File: src/rtl/hbt_pkg.sv
// Package for the handle bitmap table: item types, codes and helpers.
`timescale 1ns / 1ps

package hbt_pkg;

    localparam int BITS_PER_WORD   = 63;
    localparam int ID_SPAN         = 1024;
    localparam int TABLE_WORDS_DEF = 16;
    localparam int SLOT_WIDTH      = 64;

    localparam logic [1:0] OP_OPEN  = 2'd0;
    localparam logic [1:0] OP_CLOSE = 2'd1;
    localparam logic [1:0] OP_GET   = 2'd2;

    localparam logic [1:0] ST_OK      = 2'd0;
    localparam logic [1:0] ST_FULL    = 2'd1;
    localparam logic [1:0] ST_INVALID = 2'd2;
    localparam logic [1:0] ST_EMPTY   = 2'd3;

    typedef struct packed {
        logic [1:0]  op;
        logic [9:0]  handle;
        logic [47:0] object_addr;
        logic [15:0] rights;
    } request_t;

    typedef struct packed {
        logic [1:0]  status;
        logic [9:0]  handle_out;
        logic [47:0] addr_out;
        logic [15:0] rights_out;
    } result_t;

    // controller -> datapath
    typedef struct packed {
        logic load;
        logic find_word;
        logic find_bit;
        logic commit;
        logic split;
        logic respond;
    } hbt_cmd_t;

    // handle / 63 for handles below 1024: reciprocal 1041 / 2^16
    function automatic logic [4:0] div63(input logic [9:0] h);
        logic [20:0] prod;
        prod = 21'(h) * 21'd1041;
        return prod[20:16];
    endfunction

    // bits of word w that map to handle IDs 1 .. lim-1
    function automatic logic [62:0] avail_mask(input int w, input int lim);
        logic [62:0] m;
        int id;
        m = '0;
        for (int b = 0; b < BITS_PER_WORD; b++) begin
            id = w * BITS_PER_WORD + b;
            m[b] = (id >= 1) && (id < lim);
        end
        return m;
    endfunction

endpackage

File: src/rtl/hbt_ctrl.sv
// Controller state machine for the handle bitmap table.
`timescale 1ns / 1ps

module hbt_ctrl (
    input  logic             clk,
    input  logic             rst_n,
    input  logic             start,
    input  logic [1:0]       op,
    output logic             busy,
    output hbt_pkg::hbt_cmd_t cmd
);
    import hbt_pkg::*;

    typedef enum logic [5:0] {
        S_IDLE      = 6'b000001,
        S_FIND_WORD = 6'b000010,
        S_FIND_BIT  = 6'b000100,
        S_COMMIT    = 6'b001000,
        S_SPLIT     = 6'b010000,
        S_RESP      = 6'b100000
    } state_t;

    state_t state_reg, state_next;

    always_comb
    begin
        state_next = state_reg;
        cmd        = '0;
        case (state_reg)
            S_IDLE:
            begin
                if (start)
                begin
                    cmd.load   = 1'b1;
                    state_next = (op == OP_OPEN) ? S_FIND_WORD : S_SPLIT;
                end
            end
            S_FIND_WORD:
            begin
                cmd.find_word = 1'b1;
                state_next    = S_FIND_BIT;
            end
            S_FIND_BIT:
            begin
                cmd.find_bit = 1'b1;
                state_next   = S_COMMIT;
            end
            S_COMMIT:
            begin
                cmd.commit = 1'b1;
                state_next = S_IDLE;
            end
            S_SPLIT:
            begin
                cmd.split  = 1'b1;
                state_next = S_RESP;
            end
            S_RESP:
            begin
                cmd.respond = 1'b1;
                state_next  = S_IDLE;
            end
            default:
            begin
                state_next = S_IDLE;
            end
        endcase
    end

    always_ff @(posedge clk or negedge rst_n)
    begin
        if (!rst_n)
        begin
            state_reg <= S_IDLE;
        end
        else
        begin
            state_reg <= state_next;
        end
    end

    assign busy = (state_reg != S_IDLE);

endmodule

File: config.mk
export PLATFORM = sky130hd
export DESIGN_NAME = hbt_ctrl
export DESIGN_NICKNAME = d
export VERILOG_FILES = /design/src/rtl/hbt_pkg.sv /design/src/rtl/hbt_ctrl.sv
export SDC_FILE = /design/constraint.sdc
export NUM_CORES = 1
export LEC_CHECK = 0
export BUFFER_PORTS_ARGS = -buffer_cell sky130_fd_sc_hd__buf_2
export CAP_MARGIN = 10
export CORE_AREA = 2 2 39 41
export DETAILED_ROUTE_END_ITERATION = 8
export DIE_AREA = 0 0 41 43
export GPL_ROUTABILITY_DRIVEN = 1
export GPL_TIMING_DRIVEN = 0
export PLACE_DENSITY_LB_ADDON = 0.05
export SYNTH_ARGS = -nofsm -noshare
export SYNTH_HDL_FRONTEND = slang
export SYNTH_SLANG_ARGS = --single-unit
File: constraint.sdc
create_clock -name clk -period 1.15 [get_ports clk]
set_input_delay 0.1725 -clock clk [delete_from_list [all_inputs] [get_ports clk]]
set_output_delay 0.1725 -clock clk [all_outputs]
set_load 0.05 [all_outputs]
==> report_table.html <==
<table>
<tr><th>Metric</th><th>Value</th></tr>
<tr><th colspan="2">Setup path</th></tr>
<tr><td>Worst Reg-to-Reg Cells</td><td>5</td></tr>
<tr><td>Slowest stage cell on the critical path</td><td>sky130_fd_sc_hd__dfstp_2</td></tr>
<tr><td>Startpoint type of the worst setup path</td><td>flop</td></tr>
<tr><td>Delay of the slowest cell on the worst path</td><td>0.56 ns</td></tr>
<tr><td>Critical Path Fanout Max</td><td>3</td></tr>
<tr><td>WP data arrival</td><td>1.41 ns</td></tr>
<tr><td>Critical path required time</td><td>0.98 ns</td></tr>
<tr><td>Largest delay contributor family on the critical path</td><td>flip-flops</td></tr>
<tr><td>Crit path buffers/inverters</td><td>2</td></tr>
<tr><td>Startpoint-to-endpoint class of the critical path</td><td>reg2out</td></tr>
<tr><td>Critical Path Stages</td><td>4</td></tr>
<tr><td>Chain of cells forming the critical path</td><td>nor4b_4 &gt; nand3_2 &gt; clkinvlp_4 &gt; buf_8</td></tr>
<tr><td>Type of element capturing the critical path</td><td>output pin</td></tr>
<tr><th colspan="2">Worst hold path</th></tr>
<tr><td>Worst hold path stage count</td><td>2</td></tr>
<tr><td>Class of the tightest hold or removal check</td><td>in2reg</td></tr>
<tr><th colspan="2">Detailed routing</th></tr>
<tr><td>Final WL</td><td>837 um</td></tr>
<tr><td>Number of vias after detailed routing</td><td>328</td></tr>
<tr><td>Violation count after the first detailed-routing iteration</td><td>1</td></tr>
<tr><td>Via-per-instance ratio</td><td>4.316</td></tr>
<tr><td># DRC</td><td>0</td></tr>
<tr><td>Routed wire length per instance</td><td>11.01 um</td></tr>
<tr><td>Number of optimization iterations in the first detailed-route pass</td><td>2</td></tr>
<tr><td>Remaining antenna violation count after routing</td><td>0</td></tr>
<tr><th colspan="2">Clock tree</th></tr>
<tr><td>Clock slew at reported path FFs</td><td>0.04 ns</td></tr>
<tr><td>CTS sink count</td><td>6</td></tr>
<tr><td>Number of buffers created by CTS</td><td>3</td></tr>
<tr><td>Source-to-sink clock delay at the later pin of the worst-skew pair</td><td>0.24 ns</td></tr>
<tr><td>Buffer depth of the longest clock path</td><td>2</td></tr>
<tr><td>CTS tree</td><td>built</td></tr>
<tr><td>Depth of the CTS H-tree</td><td>1</td></tr>
<tr><td>Buffer cell driving the clock tree root</td><td>sky130_fd_sc_hd__clkbuf_4</td></tr>
<tr><th colspan="2">Synth</th></tr>
<tr><td>Post-synth net total</td><td>37</td></tr>
<tr><td>Synth top area cells</td><td>sky130_fd_sc_hd__dfrtp_1, sky130_fd_sc_hd__nor3b_1, sky130_fd_sc_hd__dfstp_2, sky130_fd_sc_hd__nor4b_4, sky130_fd_sc_hd__nand2_1</td></tr>
<tr><td>Yosys cell types</td><td>16</td></tr>
<tr><td>Synthesized flop and latch total</td><td>6</td></tr>
<tr><td>Leading area contributor after synthesis</td><td>sky130_fd_sc_hd__dfrtp_1</td></tr>
<tr><td>Top-area cell type share of the netlist area</td><td>35.97%</td></tr>
<tr><td>Synthesized instance count</td><td>32</td></tr>
<tr><td>Number of warnings issued by yosys</td><td>0</td></tr>
<tr><td>Portion of the post-synthesis area used by sequential elements</td><td>43.53%</td></tr>
<tr><td>Syn avg cell area</td><td>10.87 um2</td></tr>
<tr><td>Post-synth design cell area</td><td>347.8 um2</td></tr>
<tr><th colspan="2">Global routing</th></tr>
<tr><td>Vias in the first global route</td><td>335</td></tr>
<tr><td>Global route total overflow</td><td>0</td></tr>
<tr><td>Antenna violations before repair</td><td>0</td></tr>
<tr><td>Pin count of the biggest net entering global routing</td><td>8</td></tr>
<tr><td>Top Usage Layer GRT</td><td>met2</td></tr>
<tr><td>Global-route wire length before repair</td><td>1400 um</td></tr>
<tr><td>GRT met3 Usage</td><td>2.094%</td></tr>
<tr><td>GRT Total Usage</td><td>11.75%</td></tr>
<tr><td>Grt met1 use</td><td>13.91%</td></tr>
<tr><td>Met2 routing resource usage after global routing</td><td>19.06%</td></tr>
<tr><th colspan="2">Timing</th></tr>
<tr><td>Setup ws final</td><td>-0.4324 ns</td></tr>
<tr><td>Unrepaired setup endpoints after global routing</td><td>yes</td></tr>
<tr><td>Setup Skew</td><td>0.004259 ns</td></tr>
<tr><td>Max frequency</td><td>632.0 MHz</td></tr>
<tr><td>Final critical-path required period</td><td>1.582 ns</td></tr>
<tr><td>Number of pins with negative max-slew slack in the final report</td><td>0</td></tr>
<tr><td>Tightest slew margin relative to the limit</td><td>84.22%</td></tr>
<tr><td>Count of endpoints failing setup in the final report</td><td>10</td></tr>
<tr><td>Final worst path period share</td><td>137.6%</td></tr>
<tr><td>Worst-margin pin slew</td><td>0.2357 ns</td></tr>
<tr><td>Final hold violation count</td><td>0</td></tr>
<tr><th colspan="2">Place</th></tr>
<tr><td>Dpl ws</td><td>-0.3624 ns</td></tr>
<tr><td>Final RePlAce weighted congestion</td><td>0.5982</td></tr>
<tr><td>Count of buffers from port buffering</td><td>11</td></tr>
<tr><td>Post-detailed-placement half-perimeter wirelength</td><td>582.3 um</td></tr>
<tr><td>Post-detailed-placement cell area</td><td>504.2 um2</td></tr>
<tr><th colspan="2">Power and ir drop</th></tr>
<tr><td>Worst vdd rail ir drop</td><td>0.0009153 V</td></tr>
<tr><td>Net Sw Power</td><td>0.6634 mW</td></tr>
<tr><td>Power per cell area</td><td>2183 nW/um2</td></tr>
<tr><td>Post-route total power</td><td>1.603 mW</td></tr>
<tr><td>Sequential fraction of design power</td><td>19.4%</td></tr>
<tr><td>Sw Share</td><td>41.38%</td></tr>
<tr><td>Static power due to leakage</td><td>0.3190 nW</td></tr>
<tr><td>Combinational fraction of design power</td><td>68.1%</td></tr>
<tr><td>P_int</td><td>0.9397 mW</td></tr>
<tr><td>Clock network fraction of design power</td><td>12.6%</td></tr>
<tr><th colspan="2">Layout</th></tr>
<tr><td>Commonest non-fill, non-tap cells in the layout</td><td>sky130_fd_sc_hd__buf_6, sky130_fd_sc_hd__buf_4, sky130_fd_sc_hd__nor2_4, sky130_fd_sc_hd__nor3b_4, sky130_fd_sc_hd__buf_2</td></tr>
<tr><td>P&amp;R area growth vs syn</td><td>111.2%</td></tr>
<tr><td>Proportion of layout cells with a drive suffix above 1</td><td>81.67%</td></tr>
<tr><td>Total non-filler cell area in the finished layout</td><td>734.5 um2</td></tr>
<tr><td>Max reg flops</td><td>6</td></tr>
<tr><td>Final core utilization</td><td>53.07%</td></tr>
<tr><td>Antenna diodes</td><td>0</td></tr>
<tr><td>Nets</td><td>66</td></tr>
<tr><th colspan="2">Floorplan</th></tr>
<tr><td>Die ar.</td><td>1763 um2</td></tr>
<tr><td>Standard-cell rows</td><td>14</td></tr>
<tr><td>Width of the chip</td><td>41 um</td></tr>
<tr><td>Die H</td><td>43 um</td></tr>
<tr><td>Starting density of the core</td><td>25.14%</td></tr>
<tr><td>Number of top-level pins</td><td>12</td></tr>
<tr><td>Area of the core region</td><td>1384 um2</td></tr>
<tr><th colspan="2">Outcome</th></tr>
<tr><td>Violations in the final reports</td><td>negative setup slack</td></tr>
<tr><td>Status</td><td>finished, violations left</td></tr>
<tr><th colspan="2">Job</th></tr>
<tr><td># Max-Cap Violations</td><td>0</td></tr>
</table>
-- synth_stat cells --
cell type                 number
sky130_fd_sc_hd__dfstp_2       1
sky130_fd_sc_hd__and2_1        2
sky130_fd_sc_hd__dfrtp_1       5
sky130_fd_sc_hd__xor2_1        1
sky130_fd_sc_hd__nand2_1       4
sky130_fd_sc_hd__nor4b_2       1
sky130_fd_sc_hd__nor2_1        4
sky130_fd_sc_hd__nor2_4        1
sky130_fd_sc_hd__inv_1         1
sky130_fd_sc_hd__nand3_2       1
sky130_fd_sc_hd__nor3b_1       6
sky130_fd_sc_hd__nor3_2        1
sky130_fd_sc_hd__nor4b_4       1
sky130_fd_sc_hd__a221o_1       1
sky130_fd_sc_hd__buf_2         1
sky130_fd_sc_hd__buf_6         1
-- final timing paths --
kind / startpoint / endpoint / slack, ns
hold / removal: op[0] / state_reg[1]$_DFFE_PN0P_ / 0.10
setup reg to reg: state_reg[0]$_DFFE_PN1P_ / state_reg[1]$_DFFE_PN0P_ / -0.22
setup / recovery: state_reg[0]$_DFFE_PN1P_ / cmd[5] / -0.43
max in group asynchronous: rst_n / state_reg[0]$_DFFE_PN1P_ / 0.65
min in group asynchronous: rst_n / state_reg[4]$_DFFE_PN0P_ / 0.28
hold reg to reg: state_reg[4]$_DFFE_PN0P_ / state_reg[3]$_DFFE_PN0P_ / 0.67
-- kinds of logic (layout without fill, tap and decap cells) --
family / count (synthesis) / in the layout / synth area share (%)
xor gates and xnor gates: 1 / 1 / 2.518
DFF: 6 / 6 / 43.53
AOI/OAI and AO/OA: 1 / 1 / 2.878
buffers and inverters: 3 / 31 / 5.753
and+or+nand+nor: 21 / 21 / 45.32
-- area by class of cell --
type                       instances  area [um2]
fill                             122       649.4
multi-input combinational         23       282.8
timing repair buffer              24       221.5
sequential                         6       153.9
clock buffer                       4       26.28
buffer                             2       22.52
tap                               16       20.02
inverter                           1       7.507
-- per-layer routing --
metal,wire length [um],share of wire [%]
met5,0,0
met4,0,0
met3,46,5.5
met2,470,56
met1,319,38
-- metrics by stage --
stage / setup TNS (ns) / std cells / hold slack, ns
2_1_floorplan: -1.329 / 32 / -0.1231
3_3_place_gp: -1.481 / 59 / -0.003126
3_5_place_dp: -1.755 / 59 / 0.001222
4_1_cts: -3.013 / 75 / 0.09330
5_1_grt: -3.658 / 76 / 0.09834
6_report: -3.104 / 76 / 0.1026
-- repair_timing --
item,in CTS,in global routing
endpoints found under the setup margin,10,11
pin swaps,7,4
gates resized for setup,25,5
hold buffers,1,0
buffers inserted,11,2
endpoints found under the hold margin,6,0
-- power groups by stage --
| stage | combinational (mW) | sequential (mW) | clock (mW) |
|---|---|---|---|
| finish | 1.09 | 0.310 | 0.202 |
| global route | 1.16 | 0.315 | 0.227 |
| CTS | 1.00 | 0.311 | 0.213 |
| detailed placement | 0.652 | 0.314 | 0 |
| global placement | 0.638 | 0.311 | 0 |
| floorplan | 0.554 | 0.307 | 0 |
No activity file was read; power rests on OpenSTA's default activity.
